--- src/rtl/dpdd_pkg.sv ---
// ----------------------------------------------------------------------------
// dpdd_pkg: shared definitions for the dual PID differential drive block
// Field widths, register indexes and reset values, loop limits, the
// sequencer state type and the truncating divide by 256.
// ----------------------------------------------------------------------------
package dpdd_pkg;

	// Beat field widths
	localparam int CNT_W  = 11;
	localparam int OFS_W  = 9;
	localparam int DUTY_W = 14;
	localparam int SCMD_W = 13;
	localparam int TCMD_W = 8;

	// Configuration port
	localparam int CFG_IDX_W  = 3;
	localparam int CFG_DATA_W = 16;
	localparam int TGT_W      = 16;
	localparam int GAIN_W     = 12;
	localparam int LIM_W      = 14;

	localparam logic [CFG_IDX_W-1:0] REG_TARGET_SPEED = 3'd0;
	localparam logic [CFG_IDX_W-1:0] REG_SPEED_KP     = 3'd1;
	localparam logic [CFG_IDX_W-1:0] REG_SPEED_KI     = 3'd2;
	localparam logic [CFG_IDX_W-1:0] REG_SPEED_KD     = 3'd3;
	localparam logic [CFG_IDX_W-1:0] REG_STEER_KP     = 3'd4;
	localparam logic [CFG_IDX_W-1:0] REG_STEER_KI     = 3'd5;
	localparam logic [CFG_IDX_W-1:0] REG_STEER_KD     = 3'd6;
	localparam logic [CFG_IDX_W-1:0] REG_MAX_OUTPUT   = 3'd7;

	localparam logic [TGT_W-1:0]  RST_TARGET_SPEED = 16'd3300;
	localparam logic [GAIN_W-1:0] RST_SPEED_KP     = 12'd307;
	localparam logic [GAIN_W-1:0] RST_SPEED_KI     = 12'd51;
	localparam logic [GAIN_W-1:0] RST_SPEED_KD     = 12'd256;
	localparam logic [GAIN_W-1:0] RST_STEER_KP     = 12'd333;
	localparam logic [GAIN_W-1:0] RST_STEER_KI     = 12'd205;
	localparam logic [GAIN_W-1:0] RST_STEER_KD     = 12'd1280;
	localparam logic [LIM_W-1:0]  RST_MAX_OUTPUT   = 14'd6000;

	// Mixer defaults
	localparam int STEER_SPAN_DEF = 200;
	localparam int RIGHT_TRIM_DEF = 900;

	// Loop constants
	localparam int SPEED_SCALE = 40;
	localparam int BLEND_NEW   = 230;
	localparam int BLEND_OLD   = 26;
	localparam int SPD_INT_LIM = 300;
	localparam int SPD_CMD_LIM = 4000;
	localparam int STR_INT_LIM = 40;
	localparam int STR_CMD_LIM = 80;
	localparam int DEAD_ZONE   = 2;

	// Datapath widths
	localparam int ACC_W       = 32;
	localparam int MUL_W       = 26;
	localparam int PROD_W      = 2 * MUL_W;
	localparam int MAG_W       = 23;
	localparam int RECIP_W     = 25;
	localparam int RECIP_SHIFT = 24;
	localparam int SIDE_W      = 25;

	typedef enum logic [4:0] {
		ST_IDLE,
		ST_SPD_NEW,
		ST_SPD_OLD,
		ST_SPD_SUM,
		ST_SPD_ERR,
		ST_SPD_INT,
		ST_SPD_KI,
		ST_SPD_KD,
		ST_STR_NEW,
		ST_SPD_CMD,
		ST_STR_SUM,
		ST_STR_ERR,
		ST_STR_INT,
		ST_STR_KI,
		ST_STR_KD,
		ST_STR_SUM2,
		ST_STR_CMD,
		ST_MIX_L,
		ST_MIX_R,
		ST_REC_L,
		ST_REC_R,
		ST_BACK_L,
		ST_BACK_R,
		ST_FIX_R,
		ST_DONE
	} state_t;

	// Divide by 256, truncating toward zero
	function automatic logic signed [ACC_W-1:0] tdiv256(input logic signed [ACC_W-1:0] x);
		logic signed [ACC_W-1:0] bias;
		bias = x[ACC_W-1] ? ACC_W'(255) : ACC_W'(0);
		return (x + bias) >>> 8;
	endfunction

endpackage

--- src/rtl/dpdd_stream_if.sv ---
// ----------------------------------------------------------------------------
// dpdd_stream_if: valid/ready channels of the dual PID differential drive
// dpdd_sensor_if carries one control tick in, dpdd_drive_if one result out.
// ----------------------------------------------------------------------------
interface dpdd_sensor_if;
	logic                              valid;
	logic                              ready;
	logic signed [dpdd_pkg::CNT_W-1:0] encoder_count;
	logic signed [dpdd_pkg::OFS_W-1:0] lateral_offset;

	modport source(output valid, encoder_count, lateral_offset, input ready);
	modport sink(input valid, encoder_count, lateral_offset, output ready);
endinterface

interface dpdd_drive_if;
	logic                               valid;
	logic                               ready;
	logic        [dpdd_pkg::DUTY_W-1:0] left_duty;
	logic                               left_reverse;
	logic        [dpdd_pkg::DUTY_W-1:0] right_duty;
	logic                               right_reverse;
	logic signed [dpdd_pkg::SCMD_W-1:0] speed_command;
	logic signed [dpdd_pkg::TCMD_W-1:0] steer_command;

	modport source(output valid, left_duty, left_reverse, right_duty, right_reverse,
		speed_command, steer_command, input ready);
	modport sink(input valid, left_duty, left_reverse, right_duty, right_reverse,
		speed_command, steer_command, output ready);
endinterface

--- src/rtl/dual_pid_differential_drive.sv ---
// ----------------------------------------------------------------------------
// dual_pid_differential_drive: speed and steering PID with a two-wheel mixer
// One sensor beat per control tick in, one drive beat per tick out.
// ----------------------------------------------------------------------------
// Each sensor beat (encoder count, lateral offset) runs through a speed PID and
// a steering PID, and a mixer turns both commands into a duty and a reverse
// flag for each wheel. All products go through one shared 26x26 multiplier
// under a 25-state sequencer: one beat holds the block from acceptance until
// the result sits in the output register, and the next sensor beat is taken
// only once the sequencer is back in ST_IDLE, so a new tick is never taken
// before the last one is through. The output register lets a new tick start
// while the previous result still waits; a tick only stalls in its last step
// if that earlier result has not been taken yet. Configuration writes are
// registered and should only be issued while the block is idle.
// ----------------------------------------------------------------------------
module dual_pid_differential_drive #(
	parameter int STEER_SPAN = dpdd_pkg::STEER_SPAN_DEF,
	parameter int RIGHT_TRIM = dpdd_pkg::RIGHT_TRIM_DEF
) (
	input  logic                                clk,
	input  logic                                arst_n,
	input  logic                                cfg_we,
	input  logic [dpdd_pkg::CFG_IDX_W-1:0]      cfg_index,
	input  logic [dpdd_pkg::CFG_DATA_W-1:0]     cfg_data,
	dpdd_sensor_if.sink                         sensor,
	dpdd_drive_if.source                        drive
);

	// Mixer constants. Left and right values are divided by the span through a
	// fixed-point reciprocal; one compare-and-bump fixes the floor error.
	localparam logic signed [11:0] SPAN_S = 12'(STEER_SPAN);
	localparam logic [dpdd_pkg::MAG_W-1:0] SPAN_MAG = dpdd_pkg::MAG_W'(STEER_SPAN);
	localparam logic [dpdd_pkg::RECIP_W-1:0] RECIP =
		dpdd_pkg::RECIP_W'((64'd1 << dpdd_pkg::RECIP_SHIFT) / STEER_SPAN);
	localparam logic signed [dpdd_pkg::SIDE_W-1:0] TRIM_S = dpdd_pkg::SIDE_W'(RIGHT_TRIM);

	// Sequencer
	dpdd_pkg::state_t state_q, state_d;
	logic sensor_ready;
	logic out_load;

	// Configuration registers
	logic [dpdd_pkg::TGT_W-1:0]  target_q;
	logic [dpdd_pkg::GAIN_W-1:0] spd_kp_q, spd_ki_q, spd_kd_q;
	logic [dpdd_pkg::GAIN_W-1:0] str_kp_q, str_ki_q, str_kd_q;
	logic [dpdd_pkg::LIM_W-1:0]  lim_q;

	// Loop history, kept across ticks
	logic signed [16:0] prev_raw_q;
	logic signed [9:0]  spd_int_q;
	logic signed [17:0] prev_serr_q;
	logic signed [9:0]  prev_terr_q;
	logic signed [6:0]  str_int_q;

	// Per-tick working registers
	logic signed [16:0] raw_q;
	logic signed [dpdd_pkg::OFS_W-1:0] ofs_q;
	logic signed [dpdd_pkg::ACC_W-1:0] acc_q;
	logic signed [dpdd_pkg::PROD_W-1:0] prod_q;
	logic signed [17:0] serr_q;
	logic signed [18:0] sd_q;
	logic signed [9:0]  terr_q;
	logic signed [10:0] td_q;
	logic signed [dpdd_pkg::SCMD_W-1:0] scmd_q;
	logic signed [dpdd_pkg::TCMD_W-1:0] tcmd_q;
	logic [dpdd_pkg::MAG_W-1:0] mag_l_q, mag_r_q, quo_l_q, quo_r_q;
	logic neg_l_q, neg_r_q;

	// Output register
	logic out_valid_q;
	logic [dpdd_pkg::DUTY_W-1:0] left_duty_q, right_duty_q;
	logic left_rev_q, right_rev_q;
	logic signed [dpdd_pkg::SCMD_W-1:0] speed_cmd_q;
	logic signed [dpdd_pkg::TCMD_W-1:0] steer_cmd_q;

	// Shared arithmetic
	logic signed [dpdd_pkg::MUL_W-1:0] mul_a, mul_b;
	logic signed [dpdd_pkg::ACC_W-1:0] prod_lo, acc_sum, acc_div;
	logic signed [18:0] spd_int_sum;
	logic signed [10:0] str_int_sum;
	logic signed [24:0] prod_mix;
	logic [dpdd_pkg::MAG_W-1:0] prod_mag, rem_base, rem;
	logic rem_big;
	logic signed [dpdd_pkg::SIDE_W-1:0] lim_s, left_v, right_v, left_c, right_c;

	function automatic logic signed [dpdd_pkg::SIDE_W-1:0] clamp_side(
		input logic signed [dpdd_pkg::SIDE_W-1:0] v,
		input logic signed [dpdd_pkg::SIDE_W-1:0] lim
	);
		if (v > lim) begin
			return lim;
		end else if (v < -lim) begin
			return -lim;
		end
		return v;
	endfunction

	assign prod_lo     = prod_q[dpdd_pkg::ACC_W-1:0];
	assign acc_sum     = acc_q + prod_lo;
	assign acc_div     = dpdd_pkg::tdiv256(acc_q);
	assign spd_int_sum = 19'(spd_int_q) + 19'(serr_q);
	assign str_int_sum = 11'(str_int_q) + 11'(terr_q);

	// Magnitude and sign of a mixer product, then the remainder check that
	// bumps a reciprocal quotient that came out one short.
	assign prod_mix = prod_q[24:0];
	assign prod_mag = prod_mix[24] ? dpdd_pkg::MAG_W'(-prod_mix) : prod_mix[dpdd_pkg::MAG_W-1:0];
	assign rem_base = (state_q == dpdd_pkg::ST_BACK_R) ? mag_l_q : mag_r_q;
	assign rem      = rem_base - prod_q[dpdd_pkg::MAG_W-1:0];
	assign rem_big  = (rem >= SPAN_MAG);

	// Side values: restore the sign, add trim on the right, saturate
	assign lim_s   = dpdd_pkg::SIDE_W'(lim_q);
	assign left_v  = neg_l_q ? -dpdd_pkg::SIDE_W'(quo_l_q) : dpdd_pkg::SIDE_W'(quo_l_q);
	assign right_v = (neg_r_q ? -dpdd_pkg::SIDE_W'(quo_r_q) : dpdd_pkg::SIDE_W'(quo_r_q))
		+ TRIM_S;
	assign left_c  = clamp_side(left_v, lim_s);
	assign right_c = clamp_side(right_v, lim_s);

	assign sensor.ready        = sensor_ready;
	assign drive.valid         = out_valid_q;
	assign drive.left_duty     = left_duty_q;
	assign drive.left_reverse  = left_rev_q;
	assign drive.right_duty    = right_duty_q;
	assign drive.right_reverse = right_rev_q;
	assign drive.speed_command = speed_cmd_q;
	assign drive.steer_command = steer_cmd_q;

	// State register
	always_ff @(posedge clk or negedge arst_n) begin
		if (!arst_n) begin
			state_q <= dpdd_pkg::ST_IDLE;
		end else begin
			state_q <= state_d;
		end
	end

	// Next state and multiplier operands. A step that issues a product leaves it
	// in prod_q, and the step after it consumes that product.
	always_comb begin
		state_d      = state_q;
		sensor_ready = 1'b0;
		out_load     = 1'b0;
		mul_a        = '0;
		mul_b        = '0;
		case (state_q)
			dpdd_pkg::ST_IDLE: begin
				sensor_ready = 1'b1;
				if (sensor.valid) begin
					state_d = dpdd_pkg::ST_SPD_NEW;
				end
			end
			dpdd_pkg::ST_SPD_NEW: begin
				mul_a   = dpdd_pkg::MUL_W'(raw_q);
				mul_b   = dpdd_pkg::MUL_W'(dpdd_pkg::BLEND_NEW);
				state_d = dpdd_pkg::ST_SPD_OLD;
			end
			dpdd_pkg::ST_SPD_OLD: begin
				mul_a   = dpdd_pkg::MUL_W'(prev_raw_q);
				mul_b   = dpdd_pkg::MUL_W'(dpdd_pkg::BLEND_OLD);
				state_d = dpdd_pkg::ST_SPD_SUM;
			end
			dpdd_pkg::ST_SPD_SUM: state_d = dpdd_pkg::ST_SPD_ERR;
			dpdd_pkg::ST_SPD_ERR: state_d = dpdd_pkg::ST_SPD_INT;
			dpdd_pkg::ST_SPD_INT: begin
				mul_a   = dpdd_pkg::MUL_W'(serr_q);
				mul_b   = dpdd_pkg::MUL_W'(spd_kp_q);
				state_d = dpdd_pkg::ST_SPD_KI;
			end
			dpdd_pkg::ST_SPD_KI: begin
				mul_a   = dpdd_pkg::MUL_W'(spd_int_q);
				mul_b   = dpdd_pkg::MUL_W'(spd_ki_q);
				state_d = dpdd_pkg::ST_SPD_KD;
			end
			dpdd_pkg::ST_SPD_KD: begin
				mul_a   = dpdd_pkg::MUL_W'(sd_q);
				mul_b   = dpdd_pkg::MUL_W'(spd_kd_q);
				state_d = dpdd_pkg::ST_STR_NEW;
			end
			dpdd_pkg::ST_STR_NEW: begin
				mul_a   = dpdd_pkg::MUL_W'(ofs_q);
				mul_b   = dpdd_pkg::MUL_W'(dpdd_pkg::BLEND_NEW);
				state_d = dpdd_pkg::ST_SPD_CMD;
			end
			dpdd_pkg::ST_SPD_CMD: begin
				mul_a   = dpdd_pkg::MUL_W'(prev_terr_q);
				mul_b   = dpdd_pkg::MUL_W'(dpdd_pkg::BLEND_OLD);
				state_d = dpdd_pkg::ST_STR_SUM;
			end
			dpdd_pkg::ST_STR_SUM: state_d = dpdd_pkg::ST_STR_ERR;
			dpdd_pkg::ST_STR_ERR: state_d = dpdd_pkg::ST_STR_INT;
			dpdd_pkg::ST_STR_INT: begin
				mul_a   = dpdd_pkg::MUL_W'(terr_q);
				mul_b   = dpdd_pkg::MUL_W'(str_kp_q);
				state_d = dpdd_pkg::ST_STR_KI;
			end
			dpdd_pkg::ST_STR_KI: begin
				mul_a   = dpdd_pkg::MUL_W'(str_int_q);
				mul_b   = dpdd_pkg::MUL_W'(str_ki_q);
				state_d = dpdd_pkg::ST_STR_KD;
			end
			dpdd_pkg::ST_STR_KD: begin
				mul_a   = dpdd_pkg::MUL_W'(td_q);
				mul_b   = dpdd_pkg::MUL_W'(str_kd_q);
				state_d = dpdd_pkg::ST_STR_SUM2;
			end
			dpdd_pkg::ST_STR_SUM2: state_d = dpdd_pkg::ST_STR_CMD;
			dpdd_pkg::ST_STR_CMD:  state_d = dpdd_pkg::ST_MIX_L;
			dpdd_pkg::ST_MIX_L: begin
				mul_a   = dpdd_pkg::MUL_W'(scmd_q);
				mul_b   = dpdd_pkg::MUL_W'(SPAN_S - 12'(tcmd_q));
				state_d = dpdd_pkg::ST_MIX_R;
			end
			dpdd_pkg::ST_MIX_R: begin
				mul_a   = dpdd_pkg::MUL_W'(scmd_q);
				mul_b   = dpdd_pkg::MUL_W'(SPAN_S + 12'(tcmd_q));
				state_d = dpdd_pkg::ST_REC_L;
			end
			dpdd_pkg::ST_REC_L: begin
				mul_a   = dpdd_pkg::MUL_W'(mag_l_q);
				mul_b   = dpdd_pkg::MUL_W'(RECIP);
				state_d = dpdd_pkg::ST_REC_R;
			end
			dpdd_pkg::ST_REC_R: begin
				mul_a   = dpdd_pkg::MUL_W'(mag_r_q);
				mul_b   = dpdd_pkg::MUL_W'(RECIP);
				state_d = dpdd_pkg::ST_BACK_L;
			end
			dpdd_pkg::ST_BACK_L: begin
				mul_a   = dpdd_pkg::MUL_W'(quo_l_q);
				mul_b   = dpdd_pkg::MUL_W'(SPAN_MAG);
				state_d = dpdd_pkg::ST_BACK_R;
			end
			dpdd_pkg::ST_BACK_R: begin
				mul_a   = dpdd_pkg::MUL_W'(quo_r_q);
				mul_b   = dpdd_pkg::MUL_W'(SPAN_MAG);
				state_d = dpdd_pkg::ST_FIX_R;
			end
			dpdd_pkg::ST_FIX_R: state_d = dpdd_pkg::ST_DONE;
			dpdd_pkg::ST_DONE: begin
				// Hold here until the previous result has left the output register
				if (!out_valid_q || drive.ready) begin
					out_load = 1'b1;
					state_d  = dpdd_pkg::ST_IDLE;
				end
			end
			default: state_d = dpdd_pkg::ST_IDLE;
		endcase
	end

	// Configuration, loop history and output valid
	always_ff @(posedge clk or negedge arst_n) begin
		if (!arst_n) begin
			target_q    <= dpdd_pkg::RST_TARGET_SPEED;
			spd_kp_q    <= dpdd_pkg::RST_SPEED_KP;
			spd_ki_q    <= dpdd_pkg::RST_SPEED_KI;
			spd_kd_q    <= dpdd_pkg::RST_SPEED_KD;
			str_kp_q    <= dpdd_pkg::RST_STEER_KP;
			str_ki_q    <= dpdd_pkg::RST_STEER_KI;
			str_kd_q    <= dpdd_pkg::RST_STEER_KD;
			lim_q       <= dpdd_pkg::RST_MAX_OUTPUT;
			prev_raw_q  <= '0;
			spd_int_q   <= '0;
			prev_serr_q <= '0;
			prev_terr_q <= '0;
			str_int_q   <= '0;
			out_valid_q <= 1'b0;
		end else begin
			if (cfg_we) begin
				case (cfg_index)
					dpdd_pkg::REG_TARGET_SPEED: target_q <= cfg_data[dpdd_pkg::TGT_W-1:0];
					dpdd_pkg::REG_SPEED_KP:     spd_kp_q <= cfg_data[dpdd_pkg::GAIN_W-1:0];
					dpdd_pkg::REG_SPEED_KI:     spd_ki_q <= cfg_data[dpdd_pkg::GAIN_W-1:0];
					dpdd_pkg::REG_SPEED_KD:     spd_kd_q <= cfg_data[dpdd_pkg::GAIN_W-1:0];
					dpdd_pkg::REG_STEER_KP:     str_kp_q <= cfg_data[dpdd_pkg::GAIN_W-1:0];
					dpdd_pkg::REG_STEER_KI:     str_ki_q <= cfg_data[dpdd_pkg::GAIN_W-1:0];
					dpdd_pkg::REG_STEER_KD:     str_kd_q <= cfg_data[dpdd_pkg::GAIN_W-1:0];
					dpdd_pkg::REG_MAX_OUTPUT:   lim_q    <= cfg_data[dpdd_pkg::LIM_W-1:0];
					default: ;
				endcase
			end

			case (state_q)
				dpdd_pkg::ST_SPD_ERR: prev_raw_q <= raw_q;
				dpdd_pkg::ST_SPD_INT: begin
					// Add first, then clamp the integrator
					if (spd_int_sum > dpdd_pkg::SPD_INT_LIM) begin
						spd_int_q <= 10'(dpdd_pkg::SPD_INT_LIM);
					end else if (spd_int_sum < -dpdd_pkg::SPD_INT_LIM) begin
						spd_int_q <= 10'(-dpdd_pkg::SPD_INT_LIM);
					end else begin
						spd_int_q <= spd_int_sum[9:0];
					end
					prev_serr_q <= serr_q;
				end
				dpdd_pkg::ST_STR_INT: begin
					if (str_int_sum > dpdd_pkg::STR_INT_LIM) begin
						str_int_q <= 7'(dpdd_pkg::STR_INT_LIM);
					end else if (str_int_sum < -dpdd_pkg::STR_INT_LIM) begin
						str_int_q <= 7'(-dpdd_pkg::STR_INT_LIM);
					end else begin
						str_int_q <= str_int_sum[6:0];
					end
					prev_terr_q <= terr_q;
				end
				default: ;
			endcase

			if (out_load) begin
				out_valid_q <= 1'b1;
			end else if (drive.ready) begin
				out_valid_q <= 1'b0;
			end
		end
	end

	// Working datapath
	always_ff @(posedge clk) begin
		prod_q <= mul_a * mul_b;

		case (state_q)
			dpdd_pkg::ST_IDLE: begin
				if (sensor.valid) begin
					raw_q <= 17'(sensor.encoder_count) * 17'(dpdd_pkg::SPEED_SCALE);
					ofs_q <= sensor.lateral_offset;
				end
			end
			dpdd_pkg::ST_SPD_OLD: acc_q <= prod_lo;
			dpdd_pkg::ST_SPD_SUM: acc_q <= acc_sum;
			dpdd_pkg::ST_SPD_ERR: begin
				serr_q <= 18'(target_q) - 18'($signed(acc_div[16:0]));
			end
			dpdd_pkg::ST_SPD_INT: sd_q  <= 19'(serr_q) - 19'(prev_serr_q);
			dpdd_pkg::ST_SPD_KI:  acc_q <= prod_lo;
			dpdd_pkg::ST_SPD_KD:  acc_q <= acc_sum;
			dpdd_pkg::ST_STR_NEW: acc_q <= acc_sum;
			dpdd_pkg::ST_SPD_CMD: begin
				if (acc_div > dpdd_pkg::SPD_CMD_LIM) begin
					scmd_q <= dpdd_pkg::SCMD_W'(dpdd_pkg::SPD_CMD_LIM);
				end else if (acc_div < -dpdd_pkg::SPD_CMD_LIM) begin
					scmd_q <= dpdd_pkg::SCMD_W'(-dpdd_pkg::SPD_CMD_LIM);
				end else begin
					scmd_q <= acc_div[dpdd_pkg::SCMD_W-1:0];
				end
				acc_q <= prod_lo;
			end
			dpdd_pkg::ST_STR_SUM: acc_q <= acc_sum;
			dpdd_pkg::ST_STR_ERR: begin
				// Dead zone: small filtered errors count as zero
				if (acc_div < dpdd_pkg::DEAD_ZONE && acc_div > -dpdd_pkg::DEAD_ZONE) begin
					terr_q <= '0;
				end else begin
					terr_q <= acc_div[9:0];
				end
			end
			dpdd_pkg::ST_STR_INT:  td_q  <= 11'(terr_q) - 11'(prev_terr_q);
			dpdd_pkg::ST_STR_KI:   acc_q <= prod_lo;
			dpdd_pkg::ST_STR_KD:   acc_q <= acc_sum;
			dpdd_pkg::ST_STR_SUM2: acc_q <= acc_sum;
			dpdd_pkg::ST_STR_CMD: begin
				if (acc_div > dpdd_pkg::STR_CMD_LIM) begin
					tcmd_q <= dpdd_pkg::TCMD_W'(dpdd_pkg::STR_CMD_LIM);
				end else if (acc_div < -dpdd_pkg::STR_CMD_LIM) begin
					tcmd_q <= dpdd_pkg::TCMD_W'(-dpdd_pkg::STR_CMD_LIM);
				end else begin
					tcmd_q <= acc_div[dpdd_pkg::TCMD_W-1:0];
				end
			end
			dpdd_pkg::ST_MIX_R: begin
				mag_l_q <= prod_mag;
				neg_l_q <= prod_q[dpdd_pkg::PROD_W-1];
			end
			dpdd_pkg::ST_REC_L: begin
				mag_r_q <= prod_mag;
				neg_r_q <= prod_q[dpdd_pkg::PROD_W-1];
			end
			dpdd_pkg::ST_REC_R:  quo_l_q <= prod_q[dpdd_pkg::RECIP_SHIFT +: dpdd_pkg::MAG_W];
			dpdd_pkg::ST_BACK_L: quo_r_q <= prod_q[dpdd_pkg::RECIP_SHIFT +: dpdd_pkg::MAG_W];
			dpdd_pkg::ST_BACK_R: begin
				if (rem_big) begin
					quo_l_q <= quo_l_q + dpdd_pkg::MAG_W'(1);
				end
			end
			dpdd_pkg::ST_FIX_R: begin
				if (rem_big) begin
					quo_r_q <= quo_r_q + dpdd_pkg::MAG_W'(1);
				end
			end
			default: ;
		endcase

		if (out_load) begin
			left_duty_q  <= left_c[dpdd_pkg::SIDE_W-1] ? dpdd_pkg::DUTY_W'(-left_c)
				: left_c[dpdd_pkg::DUTY_W-1:0];
			left_rev_q   <= left_c[dpdd_pkg::SIDE_W-1] || (left_c == '0);
			right_duty_q <= right_c[dpdd_pkg::SIDE_W-1] ? dpdd_pkg::DUTY_W'(-right_c)
				: right_c[dpdd_pkg::DUTY_W-1:0];
			right_rev_q  <= right_c[dpdd_pkg::SIDE_W-1] || (right_c == '0);
			speed_cmd_q  <= scmd_q;
			steer_cmd_q  <= tcmd_q;
		end
	end

endmodule

--- src/flat_wrapper.sv ---
// flat-port wrapper written by rule: the top's interface ports become plain ports
module dual_pid_differential_drive_flat 
#(
	parameter int STEER_SPAN = dpdd_pkg::STEER_SPAN_DEF,
	parameter int RIGHT_TRIM = dpdd_pkg::RIGHT_TRIM_DEF
)
  (clk, arst_n, cfg_we, cfg_index, cfg_data, sensor_valid, sensor_encoder_count, sensor_lateral_offset, sensor_ready, drive_valid, drive_left_duty, drive_left_reverse, drive_right_duty, drive_right_reverse, drive_speed_command, drive_steer_command, drive_ready);
  dpdd_sensor_if sensor_i ();
  dpdd_drive_if drive_i ();
  input  logic clk;
  input  logic arst_n;
  input  logic cfg_we;
  input  logic [dpdd_pkg::CFG_IDX_W-1:0] cfg_index;
  input  logic [dpdd_pkg::CFG_DATA_W-1:0] cfg_data;
  input wire logic [$bits(sensor_i.valid)-1:0] sensor_valid;
  input wire logic [$bits(sensor_i.encoder_count)-1:0] sensor_encoder_count;
  input wire logic [$bits(sensor_i.lateral_offset)-1:0] sensor_lateral_offset;
  output wire logic [$bits(sensor_i.ready)-1:0] sensor_ready;
  output wire logic [$bits(drive_i.valid)-1:0] drive_valid;
  output wire logic [$bits(drive_i.left_duty)-1:0] drive_left_duty;
  output wire logic [$bits(drive_i.left_reverse)-1:0] drive_left_reverse;
  output wire logic [$bits(drive_i.right_duty)-1:0] drive_right_duty;
  output wire logic [$bits(drive_i.right_reverse)-1:0] drive_right_reverse;
  output wire logic [$bits(drive_i.speed_command)-1:0] drive_speed_command;
  output wire logic [$bits(drive_i.steer_command)-1:0] drive_steer_command;
  input wire logic [$bits(drive_i.ready)-1:0] drive_ready;
  assign sensor_i.valid = sensor_valid;
  assign sensor_i.encoder_count = sensor_encoder_count;
  assign sensor_i.lateral_offset = sensor_lateral_offset;
  assign sensor_ready = sensor_i.ready;
  assign drive_valid = drive_i.valid;
  assign drive_left_duty = drive_i.left_duty;
  assign drive_left_reverse = drive_i.left_reverse;
  assign drive_right_duty = drive_i.right_duty;
  assign drive_right_reverse = drive_i.right_reverse;
  assign drive_speed_command = drive_i.speed_command;
  assign drive_steer_command = drive_i.steer_command;
  assign drive_i.ready = drive_ready;
  dual_pid_differential_drive #(.STEER_SPAN(STEER_SPAN), .RIGHT_TRIM(RIGHT_TRIM)) u_core (.clk(clk), .arst_n(arst_n), .cfg_we(cfg_we), .cfg_index(cfg_index), .cfg_data(cfg_data), .sensor(sensor_i), .drive(drive_i));
endmodule
--- config.mk ---
export PLATFORM = sky130hd
export DESIGN_NAME = dual_pid_differential_drive_flat
export DESIGN_NICKNAME = d
export VERILOG_FILES = /design/src/rtl/dpdd_pkg.sv /design/src/rtl/dpdd_stream_if.sv /design/src/rtl/dual_pid_differential_drive.sv /design/src/flat_wrapper.sv
export SDC_FILE = /design/constraint.sdc
export NUM_CORES = 2
export LEC_CHECK = 0
export BUFFER_PORTS_ARGS = -buffer_cell sky130_fd_sc_hd__buf_4
export CAP_MARGIN = 20
export CORE_MARGIN = 2
export CORE_UTILIZATION = 55
export DETAILED_ROUTE_END_ITERATION = 16
export GPL_TIMING_DRIVEN = 0
export PLACE_DENSITY = 0.74
export SLEW_MARGIN = 10
export SYNTH_ARGS = -nofsm -noshare
export SYNTH_HDL_FRONTEND = slang
export SYNTH_SLANG_ARGS = --single-unit
--- constraint.sdc ---
create_clock -name clk -period 8.65 [get_ports clk]
set_input_delay 0.865 -clock clk [delete_from_list [all_inputs] [get_ports clk]]
set_output_delay 0.865 -clock clk [all_outputs]
set_load 0.1 [all_outputs]
### Word-level counts from Yosys, hierarchy flattened

Cells that the tools add are included.
W data, S select, Z words.

* add/subtract/negate cells: 19
* multiply operators: 2
* order comparisons: 15
* eq/ne operators: 35
* muxes and demuxes: 38
* reductions and logical operators: 34

Operator list (count)
* $pmux W26 S15: 1
* $pmux W26 S12: 1
* $mux W25: 8
* $pmux W5 S25: 1
* $mux W23: 4
* $pmux W23 S2: 2
* $pmux W32 S2: 1
* $mul A26 B26 Y52: 1
* $gt A25 B15 Y1: 2
* $logic_not A25 Y1: 2
* $lt A25 B25 Y1: 2
* $neg A23 Y25: 2
* $add A23 B1 Y23 const B: 2
* $eq A5 B5 Y1 const B: 9
* $eq A5 B4 Y1 const B: 8
* $add A32 B32 Y32: 1
* $add A32 B9 Y32: 1
* $mux W14: 2
* $neg A14 Y14: 2
* $add A25 B10 Y25 const B: 1
* $neg A14 Y25: 1
* $gt A24 B13 Y1 const B: 1
* $gt A24 B2 Y1 const B: 1
* $gt A24 B8 Y1 const B: 1
* other kinds (42): 86

* register bits: 498
* input port bits: 44
* output and inout port bits: 53
* logic and storage cells: 182

### Depth between registers and ports, before layout

* word-level depth: 9
* mapped depth: 38

### Worst setup path before layout

OpenSTA, ideal clock, no wires.

* path type: reg2reg
* start: register u_core.state_q[1]
* end: register u_core.prod_q[51] in the netlist's numbering
* arrival: 9189 ps
* required time: 8523 ps
* slack: -666 ps
* cell stages (with the launch flop): 35
* period minus slack after synthesis: 9316 ps
* cells stage by stage: dfrtp_1 > clkbuf_1 > inv_1 > or3_1 > clkbuf_1 > nor2_1 > a21oi_1 > o211a_1 > and4_1 > clkbuf_1 > clkbuf_1 > nor2_1 > fa_1 > inv_1 > fa_1 > fa_1 > inv_1 > fa_1 > fa_1 > fa_1 > inv_1 > fa_1 > inv_1 > ha_1 > nand2_1 > o21ai_0 > a21oi_1 > nor2b_1 > a311oi_1 > o31ai_1 > a21oi_1 > o211a_1 > o21ai_0 > a2111oi_0 > or3_1

* longest elaborated chain between the ends: 4

Ends and longest elaborated chain
* from (decl): line dual_pid_differential_drive.sv:38 `dpdd_pkg::state_t state_q, state_d;`
* from (signal assigned): line dual_pid_differential_drive.sv:132 `state_q <= dpdd_pkg::ST_IDLE;`
* from (signal assigned): line dual_pid_differential_drive.sv:134 `state_q <= state_d;`
* $eq A5 B5 Y1, or another cell as far along: line dual_pid_differential_drive.sv:146 `case (state_q)`
* $reduce_or A2 Y1 (no source line)
* $pmux W26 S15 / $pmux W26 S12 (equally long branches): line dual_pid_differential_drive.sv:146
* $mul A26 B26 Y52 (*): line dual_pid_differential_drive.sv:319 `prod_q <= mul_a * mul_b;`
* to (signal assigned): line dual_pid_differential_drive.sv:319
* to (decl): line dual_pid_differential_drive.sv:59 `logic signed [dpdd_pkg::PROD_W-1:0] prod_q;`

Mark *: on every way between the ends. The rest lies on a longest branch, timed or not.
A chain may end at the register's enable or synchronous reset.

### Worst setup path in the final report

Ends and elaborated chain as after synthesis.

==> impl_metrics.json <==
{
  "stdcell_count": 6451,
  "nFillCells": 6737,
  "synth_area_um2": 46670,
  "grt_pass1_vias": 38680,
  "rsz0062_at_grt": "yes",
  "antenna_found_initial": 10,
  "slew_headroom_pct": 21.85,
  "r2r_setup_slack_ns": 0.007,
  "drt_iter0_drc": 4276,
  "wl_per_cell_um": 23.77,
  "layout_commonest_cell": "inv_1",
  "crit_top_cell": "fa_1",
  "cts_tree": "done",
  "r2r-end": "u_core.prod_q[51]$_DFF_P_",
  "drive_gt1_share_pct": 14.61,
  "port_buffers": 94,
  "yosysWarnings": 0,
  "ios": 97,
  "finalHoldViolCount": 0,
  "dieArea_um2": 87210,
  "dp_hpwl_um": 119100,
  "worstReg2RegStart": "u_core.state_q[1]$_DFFE_PN0P_",
  "clockRootBuffer": "clkbuf_16",
  "nets": 6108,
  "multi_input_area_um2": 30880,
  "hold_ws_ns": 0.2350,
  "grt_remaining_overflow": 0,
  "dp.cells": 6244,
  "clk_pin_slew_ns": 0.07,
  "start_util_pct": 55.68,
  "die_w_um": 295.3,
  "register_area_um2": 13570,
  "holdBufCountCts": 0,
  "cp-start-kind": "flop",
  "grt.total_usage_pct": 35.04,
  "ys_async_sr_fraction_pct": 33.81,
  "cts_made_buffers": 52,
  "wirelength_um": 153300,
  "die_y_um": 295.3,
  "cts_sinks": 494,
  "slew_violations": 0,
  "slowest_stage": "fa_1",
  "cp_top_family": "adder cells",
  "yosys.area.top_type_share_pct": 17.95,
  "cap_violations": 0,
  "netlist_instances": 4992,
  "h-tree-depth": 2,
  "crit_fanout": 10,
  "worstSetupPathType": "flop to flop",
  "yosysTopAreaCell": "edfxtp_1",
  "grt_start_max_net_pins": 97,
  "layout_worst_path_cycle_share_pct": 99.92,
  "first_pass_iters": 7,
  "min_period_ns": 8.643,
  "path_buf_inv": 11,
  "r2r_cells": 33,
  "ant_nets": 0,
  "arrival_ns": 9.14,
  "grt_pass1_wl_um": 230900,
  "rows": 106,
  "status": "completed",
  "mostFrequentLayoutCells": "645 x inv_1, 472 x nand2_1, 438 x ha_1",
  "crit_required_ns": 9.15,
  "synth_edf_count": 279,
  "cpPeakStageDelay_ns": 0.58,
  "viasPerCell": 6.168,
  "syn_to_final_growth_pct": 14.46,
  "yosysUniqueCellTypes": 93,
  "setup_tns_ns": 0,
  "drcViolationCount": 0,
  "max_slew.worst_pin.slew_ns": 1.163,
  "max_freq_ghz": 0.1157,
  "skew_ns": 0.03082,
  "synth_area_per_cell_um2": 9.350,
  "ys_seq_area_share_pct": 29.06,
  "core_area_um2": 83820,
  "clk_latency_ns": 0.63,
  "setup_viol": 0,
  "worst_setup_path_end_kind": "flop",
  "via_count": 39790,
  "synth_ff_type": "edfxtp_1",
  "min_path_type": "input pin to async pin",
  "yosys-top-cells-area": "edfxtp_1 18%, fa_1 14%, ha_1 12%",
  "yosys_register_bits": 494,
  "gp_congestion": 1.006,
  "clock_path_buffers": 3
}
-- layer usage --
metal / part of all wire [%] / GRT usage (%) / vias to the layer above / wire, um
met3: 11 / 7.412 / 529 / 16250
met4: 7.1 / 20.48 / 0 / 10890
li1: - / - / 17760 / -
met2: 44 / 54.05 / 2222 / 67470
met1: 38 / 45.72 / 19280 / 58710
met5: 0 / 0.05543 / - / 0
-- metrics by stage --
stage          util [%]  cell area [um^2]  setup slack [ns]
5_1_grt           63.72             53410           -0.2548
3_3_place_gp      58.27             48840            -3.278
2_1_floorplan         -             46720          -0.02489
3_5_place_dp      58.63             49140            -2.986
4_1_cts           62.64             52510          0.005188
6_report          63.74             53420          0.006856
-- registers in the layout, indices dropped and copies added, names as in the netlist, 16 cells and up --
name                count
u_core.acc_q           32
u_core.mag_l_q         23
u_core.mag_r_q         23
u_core.prev_serr_q     18
u_core.prod_q          48
u_core.quo_l_q         23
u_core.quo_r_q         23
u_core.sd_q            19
u_core.serr_q          18
u_core.target_q        16
-- cell type report --
type | instances | area share, %
clock buffer | 62 | 2.661
buffer | 191 | 2.190
inverter | 664 | 4.707
tap | 1134 | 2.656
multi-input combinational | 3628 | 57.81
sequential | 494 | 25.40
timing repair buffer | 238 | 3.778
clock inverter | 35 | 0.7822
antenna | 5 | 0.02342
-- what timing repair did --
action | CTS | global route
setup endpoints to repair | 37 | 19
gates cloned | 1 | 1
gates resized for setup | 286 | 132
buffers inserted | 67 | 52
pin swaps | 45 | 90
hold endpoints to repair | 0 | 0
-- cell families after synthesis --
family | after synthesis | share of synthesized area [%]
multiplexers | 135 | 3.203
flip-flops | 494 | 29.06
XOR/XNOR | 304 | 5.704
other | 2 | 0.01609
AND/OR/NAND/NOR | 1418 | 14.38
AO/OA/AOI/OAI | 971 | 13.82
buffers and inverters | 873 | 7.128
adder cells (fa/ha/maj) | 795 | 26.70
-- worst max-delay path by stage --
| stage | slack (ns) | cells past startpoint | to | start |
|---|---|---|---|---|
| after floorplan | -0.02 | 35 | u_core.prod_q[51]$_DFF_P_ | u_core.state_q[1]$_DFFE_PN0P_ |
| after global placement | -3.28 | 32 | u_core.prod_q[51]$_DFF_P_ | u_core.state_q[1]$_DFFE_PN0P_ |
| after detailed placement | -2.99 | 35 | u_core.prod_q[51]$_DFF_P_ | u_core.state_q[1]$_DFFE_PN0P_ |
| after CTS | 0.005 | 33 | u_core.prod_q[33]$_DFF_P_ | u_core.state_q[0]$_DFFE_PN0P_ |
| after global routing | -0.25 | 36 | u_core.prod_q[32]$_DFF_P_ | u_core.state_q[3]$_DFFE_PN0P_ |
| final | 0.007 | 33 | u_core.prod_q[51]$_DFF_P_ | u_core.state_q[1]$_DFFE_PN0P_ |
-- Yosys cell counts, types with 20 or more instances --
cell,count
a211oi_1,23
a21o_1,73
a21oi_1,184
a221oi_1,26
a22o_1,37
a22oi_1,65
a31oi_1,31
and2_1,38
and3_1,40
buf_1,21
clkbuf_1,177
dfrtp_1,132
dfstp_2,35
dfxtp_1,48
edfxtp_1,279
fa_1,335
ha_1,460
inv_1,661
mux2_2,112
mux2i_1,22
nand2_1,488
nand2b_1,54
nand3_1,82
nand4_1,50
nor2_1,357
nor2b_1,63
nor3_1,77
nor4_1,30
o21a_1,36
o21ai_0,258
o21bai_1,25
o31ai_1,33
o41ai_1,20
or2_2,29
or3_1,41
or4_1,20
xnor2_1,205
xor2_1,99
Power is left out: the tool's default activity adds up to more than one toggle a clock period on the data nets, which glitch-free logic cannot reach.
